[config.mk]
export PLATFORM = sky130hd
export DESIGN_NAME = gmcf_axis_unit
export DESIGN_NICKNAME = d
export VERILOG_FILES = /design/src/design/gmcf_pkg.sv /design/src/design/gmcf_axis_unit.sv
export VERILOG_INCLUDE_DIRS = /design/src /design/src/design
export SDC_FILE = /design/constraint.sdc
export NUM_CORES = 1
export LEC_CHECK = 0
export BUFFER_PORTS_ARGS = -buffer_cell sky130_fd_sc_hd__buf_2
export CORE_MARGIN = 4
export CORE_UTILIZATION = 55
export CTS_BUF_LIST = sky130_fd_sc_hd__clkbuf_8
export CTS_CLUSTER_SIZE = 10
export DETAILED_ROUTE_END_ITERATION = 12
export PLACE_DENSITY = 0.77
export SYNTH_ARGS = -nofsm -noshare
export SYNTH_HDL_FRONTEND = slang
export SYNTH_SLANG_ARGS = --single-unit
[constraint.sdc]
create_clock -name clk -period 3.65 [get_ports clk]
set_clock_uncertainty 0.05 [all_clocks]
set_input_delay 0.1825 -clock clk [delete_from_list [all_inputs] [get_ports clk]]
set_output_delay 0.1825 -clock clk [all_outputs]
set_load 0.05 [all_outputs]
[src/design/grid_motion_collision_filter_core_defines.svh]
// Assertion macros shared by the collision filter RTL.
// No dependencies; included by the modules that carry checks.
`ifndef GRID_MOTION_COLLISION_FILTER_CORE_DEFINES_SVH
`define GRID_MOTION_COLLISION_FILTER_CORE_DEFINES_SVH
`ifndef NO_ASSERTIONS
`define GMCF_ASSERT_IMP(label, clk, rst_n, pre, post) \
	label: assert property (@(posedge clk) disable iff (!rst_n) (pre) |-> (post)) \
		else $error("same-cycle check failed");
`define GMCF_ASSERT_NXT(label, clk, rst_n, pre, post) \
	label: assert property (@(posedge clk) disable iff (!rst_n) (pre) |=> (post)) \
		else $error("next-cycle check failed");
`else
`define GMCF_ASSERT_IMP(label, clk, rst_n, pre, post)
`define GMCF_ASSERT_NXT(label, clk, rst_n, pre, post)
`endif
`endif

[src/design/gmcf_pkg.sv]
// Types and constants of the collision filter.
// No dependencies.
package gmcf_pkg;

	localparam int PXW     = 13;
	localparam int OUT_W   = 13;
	localparam int FACE_W  = 4;
	localparam int OUT_MAX = 4095;
	localparam int OUT_MIN = -4096;

	localparam logic [FACE_W-1:0] FACE_LEFT   = 4'b0001;
	localparam logic [FACE_W-1:0] FACE_RIGHT  = 4'b0010;
	localparam logic [FACE_W-1:0] FACE_TOP    = 4'b0100;
	localparam logic [FACE_W-1:0] FACE_BOTTOM = 4'b1000;

	localparam logic REQ_WRITE = 1'b0;
	localparam logic REQ_QUERY = 1'b1;

	typedef enum logic [1:0] {
		CFG_CLAMP,
		CFG_COLS,
		CFG_ROWS
	} cfg_reg_t;

	typedef enum logic [2:0] {
		T_IDLE,
		T_XSTART,
		T_XWAIT,
		T_YSTART,
		T_YWAIT,
		T_OUT
	} top_state_t;

	typedef enum logic {
		AX_IDLE,
		AX_SCAN
	} ax_state_t;

	typedef struct packed {
		logic [3:0]        pad;
		logic signed [7:0] move_dy;
		logic signed [7:0] move_dx;
		logic [7:0]        rect_height;
		logic [7:0]        rect_width;
		logic [11:0]       rect_y;
		logic [11:0]       rect_x;
		logic [3:0]        cell_faces;
		logic [7:0]        cell_col;
		logic [7:0]        cell_row;
	} in_word_t;

	typedef struct packed {
		logic [5:0]              pad;
		logic signed [OUT_W-1:0] allowed_dy;
		logic signed [OUT_W-1:0] allowed_dx;
	} out_word_t;

	typedef struct packed {
		logic              start;
		logic              forward;
		logic              rows_scan;
		logic [FACE_W-1:0] face;
		logic [PXW-1:0]    lead;
		logic signed [7:0] d;
		logic [PXW-1:0]    lo;
		logic [PXW-1:0]    hi;
	} axis_cmd_t;

	typedef struct packed {
		logic                    done;
		logic signed [OUT_W-1:0] res;
	} axis_rsp_t;

endpackage

[src/design/gmcf_axis_unit.sv]
// Shared axis filter: edge and boundary arithmetic, then a scan of one cell per cycle.
// Depends on gmcf_pkg and the defines header; reads the cell store.
`include "grid_motion_collision_filter_core_defines.svh"

module gmcf_axis_unit import gmcf_pkg::*; #(
	parameter int CELL_SHIFT = 3,
	parameter int ROW_W      = 8,
	parameter int COL_W      = 8,
	parameter int SZW        = 9
) (
	input  logic                   clk,
	input  logic                   arst_n,
	input  axis_cmd_t              cmd,
	input  logic                   clamp,
	input  logic [SZW-1:0]         size_along,
	input  logic [SZW-1:0]         size_perp,
	output logic                   rd_en,
	output logic [ROW_W+COL_W-1:0] rd_addr,
	input  logic [FACE_W-1:0]      rd_data,
	output axis_rsp_t              rsp
);

	localparam int CW = PXW - CELL_SHIFT;
	localparam int SW = ((PXW > SZW + CELL_SHIFT) ? PXW : SZW + CELL_SHIFT) + 2;
	localparam logic signed [SW-1:0] RES_MAX = SW'(OUT_MAX);
	localparam logic signed [SW-1:0] RES_MIN = SW'(OUT_MIN);

	function automatic logic signed [OUT_W-1:0] sat_out(input logic signed [SW-1:0] v);
		logic signed [OUT_W-1:0] r;
		if (v > RES_MAX) begin
			r = OUT_W'(RES_MAX);
		end else if (v < RES_MIN) begin
			r = OUT_W'(RES_MIN);
		end else begin
			r = OUT_W'(v);
		end
		return r;
	endfunction

	ax_state_t st_q, st_d;

	logic signed [SW-1:0] lead_s, d_s, nx_s, px_s, edge_s, direct_val, brk_val;
	logic [CW-1:0]        cell_lead, cell_nx;
	logic                 line_on_map, scan_go;

	logic                    done_q, pend_s1, stop_q, last_s1, onmap_s1;
	logic                    rows_scan_q;
	logic [FACE_W-1:0]       face_q;
	logic [CW-1:0]           i_q, hi_q, line_q;
	logic signed [OUT_W-1:0] res_q, brk_q, dres_q;
	logic                    onmap_i, hit, fin;

	// edge arithmetic on the start cycle
	always_comb begin
		lead_s      = SW'(cmd.lead);
		d_s         = SW'(cmd.d);
		nx_s        = lead_s + d_s;
		px_s        = SW'(size_along) << CELL_SHIFT;
		cell_lead   = CW'(cmd.lead >> CELL_SHIFT);
		cell_nx     = CW'(nx_s[PXW-1:0] >> CELL_SHIFT);
		line_on_map = int'(cell_nx) < int'(size_along);
		scan_go     = 1'b0;
		direct_val  = d_s;
		if (cmd.forward) begin
			edge_s  = SW'(cell_nx) << CELL_SHIFT;
			brk_val = edge_s - lead_s - 1;
			if (clamp && (nx_s >= px_s)) begin
				direct_val = px_s - 1 - lead_s;
			end else if ((cell_lead != cell_nx) && line_on_map) begin
				scan_go = 1'b1;
			end
		end else begin
			edge_s  = SW'(cell_lead) << CELL_SHIFT;
			brk_val = edge_s - lead_s;
			if (nx_s < 0) begin
				direct_val = -lead_s;
			end else if ((cell_lead != cell_nx) && line_on_map) begin
				scan_go = 1'b1;
			end
		end
	end

	assign onmap_i = int'(i_q) < int'(size_perp);
	assign hit     = pend_s1 && onmap_s1 && ((rd_data & face_q) != '0);
	assign fin     = pend_s1 && (hit || last_s1);
	assign rd_addr = rows_scan_q ? {ROW_W'(i_q), COL_W'(line_q)} : {ROW_W'(line_q), COL_W'(i_q)};
	assign rsp     = '{done: done_q, res: res_q};

	always_comb begin
		st_d  = st_q;
		rd_en = 1'b0;
		unique case (st_q)
			AX_IDLE: begin
				if (cmd.start && scan_go) begin
					st_d = AX_SCAN;
				end
			end
			AX_SCAN: begin
				rd_en = !stop_q && !fin && onmap_i;
				if (fin) begin
					st_d = AX_IDLE;
				end
			end
			default: st_d = AX_IDLE;
		endcase
	end

	always_ff @(posedge clk or negedge arst_n) begin
		if (!arst_n) begin
			st_q <= AX_IDLE;
		end else begin
			st_q <= st_d;
		end
	end

	always_ff @(posedge clk or negedge arst_n) begin
		if (!arst_n) begin
			done_q  <= 1'b0;
			pend_s1 <= 1'b0;
			stop_q  <= 1'b0;
		end else begin
			done_q <= ((st_q == AX_IDLE) && cmd.start && !scan_go) || ((st_q == AX_SCAN) && fin);
			if (st_q == AX_IDLE) begin
				pend_s1 <= 1'b0;
				stop_q  <= 1'b0;
			end else if (!fin) begin
				pend_s1 <= !stop_q;
				if (!stop_q && (i_q == hi_q)) begin
					stop_q <= 1'b1;
				end
			end
		end
	end

	always_ff @(posedge clk) begin
		if ((st_q == AX_IDLE) && cmd.start) begin
			res_q       <= sat_out(direct_val);
			brk_q       <= sat_out(brk_val);
			dres_q      <= OUT_W'(cmd.d);
			line_q      <= cell_nx;
			i_q         <= CW'(cmd.lo >> CELL_SHIFT);
			hi_q        <= CW'(cmd.hi >> CELL_SHIFT);
			face_q      <= cmd.face;
			rows_scan_q <= cmd.rows_scan;
		end else if (st_q == AX_SCAN) begin
			if (fin) begin
				res_q <= hit ? brk_q : dres_q;
			end else if (!stop_q) begin
				i_q      <= i_q + 1'b1;
				last_s1  <= (i_q == hi_q);
				onmap_s1 <= onmap_i;
			end
		end
	end

	`GMCF_ASSERT_IMP(a_start_when_idle, clk, arst_n, cmd.start, (st_q == AX_IDLE) && !done_q)
	`GMCF_ASSERT_NXT(a_scan_ends, clk, arst_n, (st_q == AX_SCAN) && stop_q, st_q == AX_IDLE)

endmodule

# Word-level counts from Yosys, hierarchy flattened

Cells that the tools add are included.

$add $sub $neg: 8
$mul: 0
Div/mod/pow operators: 0
$lt $le $gt $ge: 8
Eq/ne operators: 6
Shift-type cells: 0
Multiplexer cells: 29
Bitwise gates (word level): 5
Reductions and logical operators: 24

Operators with widths:

| kind                                                                              | number |
|---|---|
| 13-bit two-way mux                                                                | 7 |
| 15-bit two-way mux                                                                | 4 |
| 10-bit two-way mux                                                                | 4 |
| 15-bit by 13-bit greater-than comparator with 1-bit output, second input constant | 2 |
| 15-bit by 13-bit less-than comparator with 1-bit output, second input constant    | 2 |
| 13-bit by 13-bit subtractor with 14-bit output                                    | 2 |
| 10-bit by 9-bit less-than comparator with 1-bit output                            | 2 |
| 16-bit two-way mux                                                                | 1 |
| 14-bit by 8-bit adder with 15-bit output                                          | 1 |
| 15-bit by 13-bit >= comparator with 1-bit output                                  | 1 |
| 15-bit by 1-bit less-than comparator with 1-bit output, second input constant     | 1 |
| 13-bit negation with 15-bit output                                                | 1 |
| 13-bit by 14-bit subtractor with 15-bit output                                    | 1 |
| 14-bit by 2-bit subtractor with 15-bit output, second input constant              | 1 |
| 12-bit by 1-bit subtractor with 13-bit output, second input constant              | 1 |
| 1-bit logical AND                                                                 | 12 |
| 1-bit two-way mux                                                                 | 12 |
| 10-bit by 1-bit adder with 10-bit output, second input constant                   | 1 |
| 10-bit equality test                                                              | 1 |
| 10-bit inequality test                                                            | 1 |
| 2-bit by 1-bit inequality test with 1-bit output, second input constant           | 3 |
| 4-bit bitwise AND                                                                 | 1 |
| 1-bit NOT                                                                         | 4 |
| 2-bit AND reduction                                                               | 2 |
| other kinds (8)                                                                   | 12 |

Register bits after elaboration: 73
Latch bits: 0
Memory bits (writable): 0
ROM bits: 0
Input bits: 79
Output and inout port bits: 31
Logic and storage cells: 94
Memories: 0

# Longest topological paths before layout

Gate-level depths: netlist of the first run.

Depth in word-level cells: 9
Gate-level depth with buffers: 21

# Worst setup path after synthesis of the first run

OpenSTA, ideal clock, no wires.

Kind: in2reg
Start point: input cmd[27] (netlist bit)
End point: register brk_q[0] (data pin)
Library setup time: 143 ps
Arrival time: 4172 ps
Path slack: -715 ps
Stages on the path: 20
Path through: ha_1 a211oi_1 o21a_1 nor2_1 o21a_1 o21ai_0 nand2b_1 a21oi_1 xnor2_1 ha_1 a21o_1 a31oi_1 o21ai_0 o31a_1 xor2_1 o41ai_1 mux2_2 or4_4 buf_6 o21ai_2

Cells in the longest elaborated chain, start to end: 6
Elaborated cells between the ends (all ways): 7

Ends and longest elaborated chain:

| item                                                    | RTL line              | source |
|---|---|---|
| start: declaration                                      | gmcf_axis_unit.sv:13  | `input axis_cmd_t cmd,` |
| 14-bit by 8-bit adder with 15-bit output (*)            | gmcf_axis_unit.sv:57  | `nx_s = lead_s + d_s;` |
| net nx_s[9]                                             | gmcf_axis_unit.sv:42  | `logic signed [SW-1:0] lead_s, d_s, nx_s, px_s, edge_s, direct_val, brk_val;` |
| 13-bit by 13-bit subtractor with 14-bit output (*)      | gmcf_axis_unit.sv:66  | `brk_val = edge_s - lead_s - 1;` |
| 14-bit by 2-bit subtractor with 15-bit output (*)       | gmcf_axis_unit.sv:66  |  |
| 15-bit two-way mux (*)                                  | gmcf_axis_unit.sv:64  | `if (cmd.forward) begin` |
| 15-bit by 13-bit less-than comparator with 1-bit output | gmcf_axis_unit.sv:32  | `end else if (v < RES_MIN) begin` |
| 13-bit two-way mux                                      | gmcf_axis_unit.sv:32  |  |
| end signal: assignment                                  | gmcf_axis_unit.sv:138 | `brk_q <= sat_out(brk_val);` |
| end: declaration                                        | gmcf_axis_unit.sv:50  | `logic signed [OUT_W-1:0] res_q, brk_q, dres_q;` |

Mark *: on every way through the listed nets, which the timed path passes. The rest lies on a longest branch.
A chain may end at the register's enable or synchronous reset.

# Worst setup path after layout of the first run

Start point: input cmd[35] (netlist bit)
End point: register res_q[3] (data pin)

Cells in the longest elaborated chain, start to end: 9
Elaborated cells between the ends (all ways): 14

Ends and longest elaborated chain:

| item                                                    | RTL line              | source |
|---|---|---|
| 14-bit by 8-bit adder with 15-bit output                | gmcf_axis_unit.sv:57  |  |
| 15-bit by 13-bit >= comparator with 1-bit output        | gmcf_axis_unit.sv:67  | `if (clamp && (nx_s >= px_s)) begin` |
| 1-bit logical AND                                       | gmcf_axis_unit.sv:67  |  |
| 15-bit two-way mux                                      | gmcf_axis_unit.sv:67  |  |
| 15-bit two-way mux (*)                                  | gmcf_axis_unit.sv:64  |  |
| 15-bit by 13-bit less-than comparator with 1-bit output | gmcf_axis_unit.sv:32  |  |
| 13-bit two-way mux                                      | gmcf_axis_unit.sv:32  |  |
| 13-bit two-way mux (*)                                  | gmcf_axis_unit.sv:30  | `if (v > RES_MAX) begin` |
| 13-bit two-way mux (*)                                  | gmcf_axis_unit.sv:136 | `if ((st_q == AX_IDLE) && cmd.start) begin` |
| end signal: assignment                                  | gmcf_axis_unit.sv:137 | `res_q <= sat_out(direct_val);` |
| end signal: assignment                                  | gmcf_axis_unit.sv:147 | `res_q <= hit ? brk_q : dres_q;` |
| end: declaration                                        | gmcf_axis_unit.sv:50  |  |

Mark *: on every way between the ends. The rest lies on a longest branch, timed or not.

==> results of run 1 <==
## path summary, 6_finish.rpt
check                           cells past startpoint  slack (ns)               start             endpoint
worst min-delay path                                3        0.04             cmd[21]     i_q[5]$_DFFE_PP_
worst min register to register                      1        0.50  stop_q$_DFFE_PN0P_  pend_s1$_DFFE_PN0P_
min in group asynchronous                           2        0.12              arst_n     done_q$_DFF_PN0_
worst max register to register                      5        1.32      st_q$_DFF_PN0_     i_q[4]$_DFFE_PP_
max in group asynchronous                           2        3.30              arst_n  pend_s1$_DFFE_PN0P_
worst max-delay path                               21       -0.43             cmd[35]   res_q[3]$_DFFE_PP_
## power by group
part	switching [µW]	leakage [µW]	total [µW]	internal, µW
Clock	329	0.000107	714	385
Sequential	210	0.000710	1460	1250
Combinational	1750	0.00314	2940	1190
Total	2280	0.00396	5110	2830
## metal layers
| layer | GRT usage, % | up-vias | share of wire [%] |
|---|---|---|---|
| met5 | 0 | - | 0 |
| met4 | 9.02 | 0 | 2.5 |
| met3 | 4.42 | 49 | 8.1 |
| met2 | 55.9 | 337 | 49 |
| met1 | 41.9 | 3290 | 40 |
| li1 | - | 3184 | - |
## per-stage QoR
step	setup slack (ns)	total power, µW
after floorplan	-0.405	3180
after global placement	-0.702	3980
after detailed placement	-0.839	4080
after CTS	-0.363	4920
after global routing	-0.574	5380
final	-0.427	5110
## layout make-up
| type | count | area [µm²] |
|---|---|---|
| Multi-Input combinational cell | 568 | 4510 |
| Fill cell | 749 | 2430 |
| Sequential cell | 73 | 2170 |
| Timing Repair Buffer | 264 | 1820 |
| Inverter | 47 | 181 |
| Tap cell | 143 | 179 |
| Clock buffer | 9 | 124 |
| Clock inverter | 7 | 93.8 |
## synth_stat cells, types with 15 or more instances
library cell and instances:
a21oi_1 50, clkbuf_1 19, edfxtp_1 69, ha_1 56
inv_1 45, mux2_2 17, nand2_1 58, nand3_1 25
nand4_1 15, nor2_1 38, o21ai_0 48, xnor2_1 48
xor2_1 21
## critical path: cells and delay by family
family	cells	cell delay [ns]
buffers and inverters	2	0.24
AND/OR/NAND/NOR	6	1.01
XOR/XNOR	1	0.18
AO/OA/AOI/OAI	10	1.95
adder cells (fa/ha/maj)	2	0.54
## repair_timing
item,CTS,global route
endpoints found under the hold margin,19,0
setup endpoints to repair,25,28
gates cloned,3,0
hold buffers,16,0
gates resized for setup,44,34
buffers inserted,14,4
pin swaps,39,17
## kinds of logic (layout without fill, tap and decap cells)
group,Yosys count,in the layout,share of synthesized area [%]
and+or+nand+nor,204,205,15.7
AOI/OAI and AO/OA,205,206,21.0
adders and majority gates,57,57,11.0
muxes,31,31,5.07
buffers and inverters,73,327,4.73
xor gates and xnor gates,69,69,9.25
DFF,73,73,33.2
## state kept, by name (all words and copies together), names as in the netlist
name	flops
brk_q	13
done_q	1
dres_q	8
face_q	4
hi_q	10
i_q	10
last_s1	1
line_q	8
onmap_s1	1
pend_s1	1
res_q	13
rows_scan_q	1
st_q	1
stop_q	1
==> metrics.txt, run 1 <==
num rows=39; Post-synth EDFFs=69; synth unique cells=74; top_reg_cell synth=edfxtp_1; IO buf count=103; wirelength, routed=22.4 mm; clock sink count=73; Yosys top cell area share=31.7%; slowest CP cell=or4_4; post-synthesis net count=848; chip width=117 µm; RSZ-0062 raised after global routing=yes; Clock Latency Late Sink=0.36 ns; final hold viol count=0; Worst EP required=3.68 ns; share of layout cells above drive strength 1=37.1%; core outline area=11,500 µm²; mapped cell area=6540 µm²; GP Congestion=1.01; fraction of registers with async set/reset=5.48%; Wirelength per Cell=20.1 µm; Die Area=13,700 µm²; root buffer selected by CTS=clkbuf_8; CTS tree=built; fin util=78.9%; DRC=0; Routed Antenna Nets=0; total CTS buffers=9; Final Setup Violations=28; worst slew pin tran=0.749 ns; max-slew violation count=0; commonest cells after routing, fill and taps aside=buf_4 (141), buf_2 (99), edfxtp_1 (69); DP HPWL=16.6 mm; Clock H-tree levels=3; startpoint types=input pin; Finished Layout Cells=1,111; fin nets=1,099; Antenna Cells=0; TritonRoute pass-1 iters=5; Starting Density=56.8%; leak pwr=0.00396 µW; initial antenna violation count=0; GRT Total Usage=32.1%; commonest non-fill, non-tap cell in the layout=buf_4; Max Cap Viol=0; DR vias=6,860; yosys warns=0; Clock Path Buffers=2; vias in the first global route=6,568; Max Clk Rate=245 MHz; crit-path cells=buf_8 > ha_4 > a211oi_4 > o21a_1 > nor2_2 > o21a_1 > o21ai_1 > nand2b_1 > a21oi_2 > buf_4 > o21ai_2 > xor2_1 > ha_1 > nand4_1 > or4_4 > nand3_4 > or3_4 > o211ai_1 > a211o_4 > o2111ai_1 > a22oi_1; fin area=9080 µm²; Worst EP arrival=4.11 ns; Post-DP Area=8190 µm²; cell area power density=563 nW/µm²; Rel. slew slack=49.9%; top cells by area, synth=edfxtp_1 (32%), ha_1 (11%), xnor2_1 (6.4%); Die Y=117 µm; worst hold-check path type=in -> reg; VDD IR max=302 µV; Area Overhead vs Synth=39.0%; Synth Register Bits=73; CP Class=in -> reg; first-pass GRT wire length=33.9 mm; final worst slack=-0.427 ns; Tcrit/Tclk final=112%; initial drt markers=743; dpl cells=1,059; largest net degree at the start of global routing=26; vias per cell=6.17; status=finished, violations left; GRT overflow=0; Crit Path Max Fanout=5; io pins=110; max incr delay on CP=0.54 ns; cell mode on critical path=o21a_1; Setup Total Neg Slack=-8.12 ns; clock period minus worst slack=4.08 ns; Mean Syn Cell Area=9.18 µm²; cell taking the most area after synthesis=edfxtp_1; Hold Slack=0.0449 ns; Clock transition at path regs=0.08 ns; failing checks=setup timing; post-synthesis sequential area ratio=33.2%; Post-Syn Instances=712; Setup crit end kind=register
Note: power is estimated with default switching activity, not from simulation.
==> inputs of run 2 (changes only) <==
- ABC_AREA: unset -> 1
- HOLD_SLACK_MARGIN: unset -> 0.12
- PLACE_DENSITY: 0.77 -> unset
- PLACE_DENSITY_LB_ADDON: unset -> 0.08
==> metrics.txt, run 2 <==
Max Cap Viol=0; DP HPWL=15.1 mm; Antenna Cells=0; combinational power share=57.2%; CTS tree=built; GP Congestion=0.939; Routed Antenna Nets=0; status=completed; VDD IR max=343 µV; first-pass GRT wire length=30.7 mm; max-slew violation count=0; crit-path cells=buf_2 > ha_4 > fa_2 > nand3_1 > nand2_2 > buf_4 > xor2_1 > ha_1 > buf_4 > nand2_1 > nor2_2 > buf_4 > nand2_1 > o211ai_2 > xor2_2 > inv_1 > nor2_1 > nand4_1 > nand3_1 > nand2_1 > inv_2 > nand2_4 > nand2_1 > nand2_2; top_reg_cell synth=edfxtp_1; worst slew pin tran=0.795 ns; Yosys top cell area share=30.7%; num rows=40; most frequent cell after synthesis=nand2_1; Clock Latency Late Sink=0.35 ns; DRC=0; initial drt markers=528; Setup Total Neg Slack=0 ns; Area Overhead vs Synth=32.3%; Clock H-tree levels=3; Worst EP arrival=3.57 ns; Rel. slew slack=47.0%; clock period minus worst slack=3.51 ns; mapped cell area=6750 µm²; fin nets=1,289; Worst EP required=3.71 ns; Final Setup Violations=0; wirelength, routed=19.2 mm; clock sink count=73; slowest CP cell=fa_2; TritonRoute pass-1 iters=5; Clock power frac=13.1%; CP Class=in -> reg; final worst slack=0.138 ns; WP buf/inv=6; Clock Path Buffers=2; IO buf count=103; core outline area=12,000 µm²; startpoint types=input pin; vias in the first global route=6,477; fraction of registers with async set/reset=5.48%; GRT overflow=0; Die Area=14,100 µm²; GRT Total Usage=26.9%; worst slack, placed=-0.466 ns; largest net degree at the start of global routing=37; M2 GR Usage=45.3%; Psw=2210 µW; global-route layer with the greatest usage=met2; synth unique cells=53; top cells by area, synth=edfxtp_1 (31%), nand2_1 (14%), ha_1 (10%); Pint=2580 µW; Die Y=119 µm; root buffer selected by CTS=clkbuf_8; Max Clk Rate=285 MHz; dpl cells=1,247; Post-synth EDFFs=69; fin util=74.3%; leak pwr=0.00445 µW; Finished Layout Cells=1,305; Wirelength per Cell=14.7 µm; post-synthesis net count=1,049; vias per cell=5.23; Crit Path Max Fanout=12; Regs by FF count=brk_q (13), res_q (13); Post-synth top cells=nand2_1 (260), inv_1 (116), edfxtp_1 (69); Starting Density=56.2%; Setup crit end kind=register; initial antenna violation count=0; Sequential Power Share=29.7%; Synth Register Bits=73; Post-Syn Instances=913; io pins=110; share of layout cells above drive strength 1=27.6%; met1 GRT Util=35.4%; commonest non-fill, non-tap cell in the layout=nand2_1; RSZ-0062 raised after global routing=yes; DR vias=6,822; cell taking the most area after synthesis=edfxtp_1; Clock transition at path regs=0.08 ns; Top delay family on crit path=simple AND/OR/NAND/NOR gates; Mean Syn Cell Area=7.39 µm²; yosys warns=0; Switching Fraction=46.1%; Tcrit/Tclk final=96.2%; total CTS buffers=9; chip width=119 µm; max incr delay on CP=0.33 ns; post-synthesis sequential area ratio=32.2%; worst hold-check path type=in -> reg; commonest cells after routing, fill and taps aside=nand2_1 (253), inv_1 (115), buf_4 (110); cell mode on critical path=nand2_1; final hold viol count=0; cell area power density=536 nW/µm²; met3 usage=3.16%
[run 2: stage by stage]
step | cell area, µm² | power, µW | hold WS, ns
finish | 8930 | 4780 | 0.146
global placement | 8110 | 3980 | -0.0586
global route | 8930 | 5130 | 0.142
CTS | 8690 | 4700 | 0.137
floorplan | 6750 | 3150 | -0.163
detailed placement | 8110 | 4010 | -0.0573
[run 2: cell type report]
class | instances | area, µm²
Tap cell | 147 | 184
Inverter | 130 | 493
Clock inverter | 6 | 60.1
Sequential cell | 73 | 2170
Timing Repair Buffer | 246 | 1690
Multi-Input combinational cell | 693 | 4190
Clock buffer | 10 | 138
Fill cell | 959 | 3090
[run 2: routing by layer]
layer  routed length [µm]  part of all wire, %
met3                 1090                  5.7
met2                 9210                   48
met5                    0                    0
met4                  499                  2.6
met1                 8440                   44
[run 2: path summary, 6_finish.rpt]
check / start / endpoint / slack (ns) / cells after the start
max in group asynchronous: arst_n / stop_q$_DFFE_PN0P_ / 2.67 / 3
min: cmd[19] / i_q[3]$_DFFE_PP_ / 0.15 / 3
min in group asynchronous: arst_n / pend_s1$_DFFE_PN0P_ / 0.70 / 3
min reg2reg: stop_q$_DFFE_PN0P_ / stop_q$_DFFE_PN0P_ / 0.48 / 1
max reg2reg: face_q[3]$_DFFE_PP_ / i_q[5]$_DFFE_PP_ / 1.02 / 11
max: cmd[26] / brk_q[5]$_SDFFCE_PN1P_ / 0.14 / 24
[run 2: kinds of logic (layout without fill, tap and decap cells)]
family	after synthesis	count (layout)	share of synthesized area, %
compound gates	140	141	12.2
buf+inv	148	392	8.81
simple gates	448	448	29.7
flops	73	73	32.2
xor+xnor	47	47	6.43
fa+ha+maj	57	57	10.7
[run 2: power groups by stage]
stage / sequential (µW) / clock (µW) / combinational, µW
after floorplan: 1560 / 0 / 1590
after global placement: 1430 / 0 / 2550
after detailed placement: 1440 / 0 / 2580
after CTS: 1420 / 637 / 2640
after global routing: 1450 / 670 / 3010
final: 1420 / 627 / 2730
[run 2: worst reg2reg max path: stages, from the launching register on]
cell,delay [ns]
edfxtp_1,0.37
nand2_1,0.07
nand4_1,0.11
nand3_1,0.28
inv_1,0.30
a21oi_1,0.19
inv_1,0.07
nor2_1,0.12
inv_1,0.06
nor2_1,0.19
inv_1,0.11
nand2_1,0.34
[run 2: repair_timing]
item | 4_1_cts | 5_1_grt
cloned | 0 | 1
pin swaps | 8 | 24
hold endpoints to repair | 34 | 0
endpoints found under the setup margin | 12 | 25
resized for setup | 4 | 44
buffers inserted | 6 | 3
hold buffers | 32 | 0
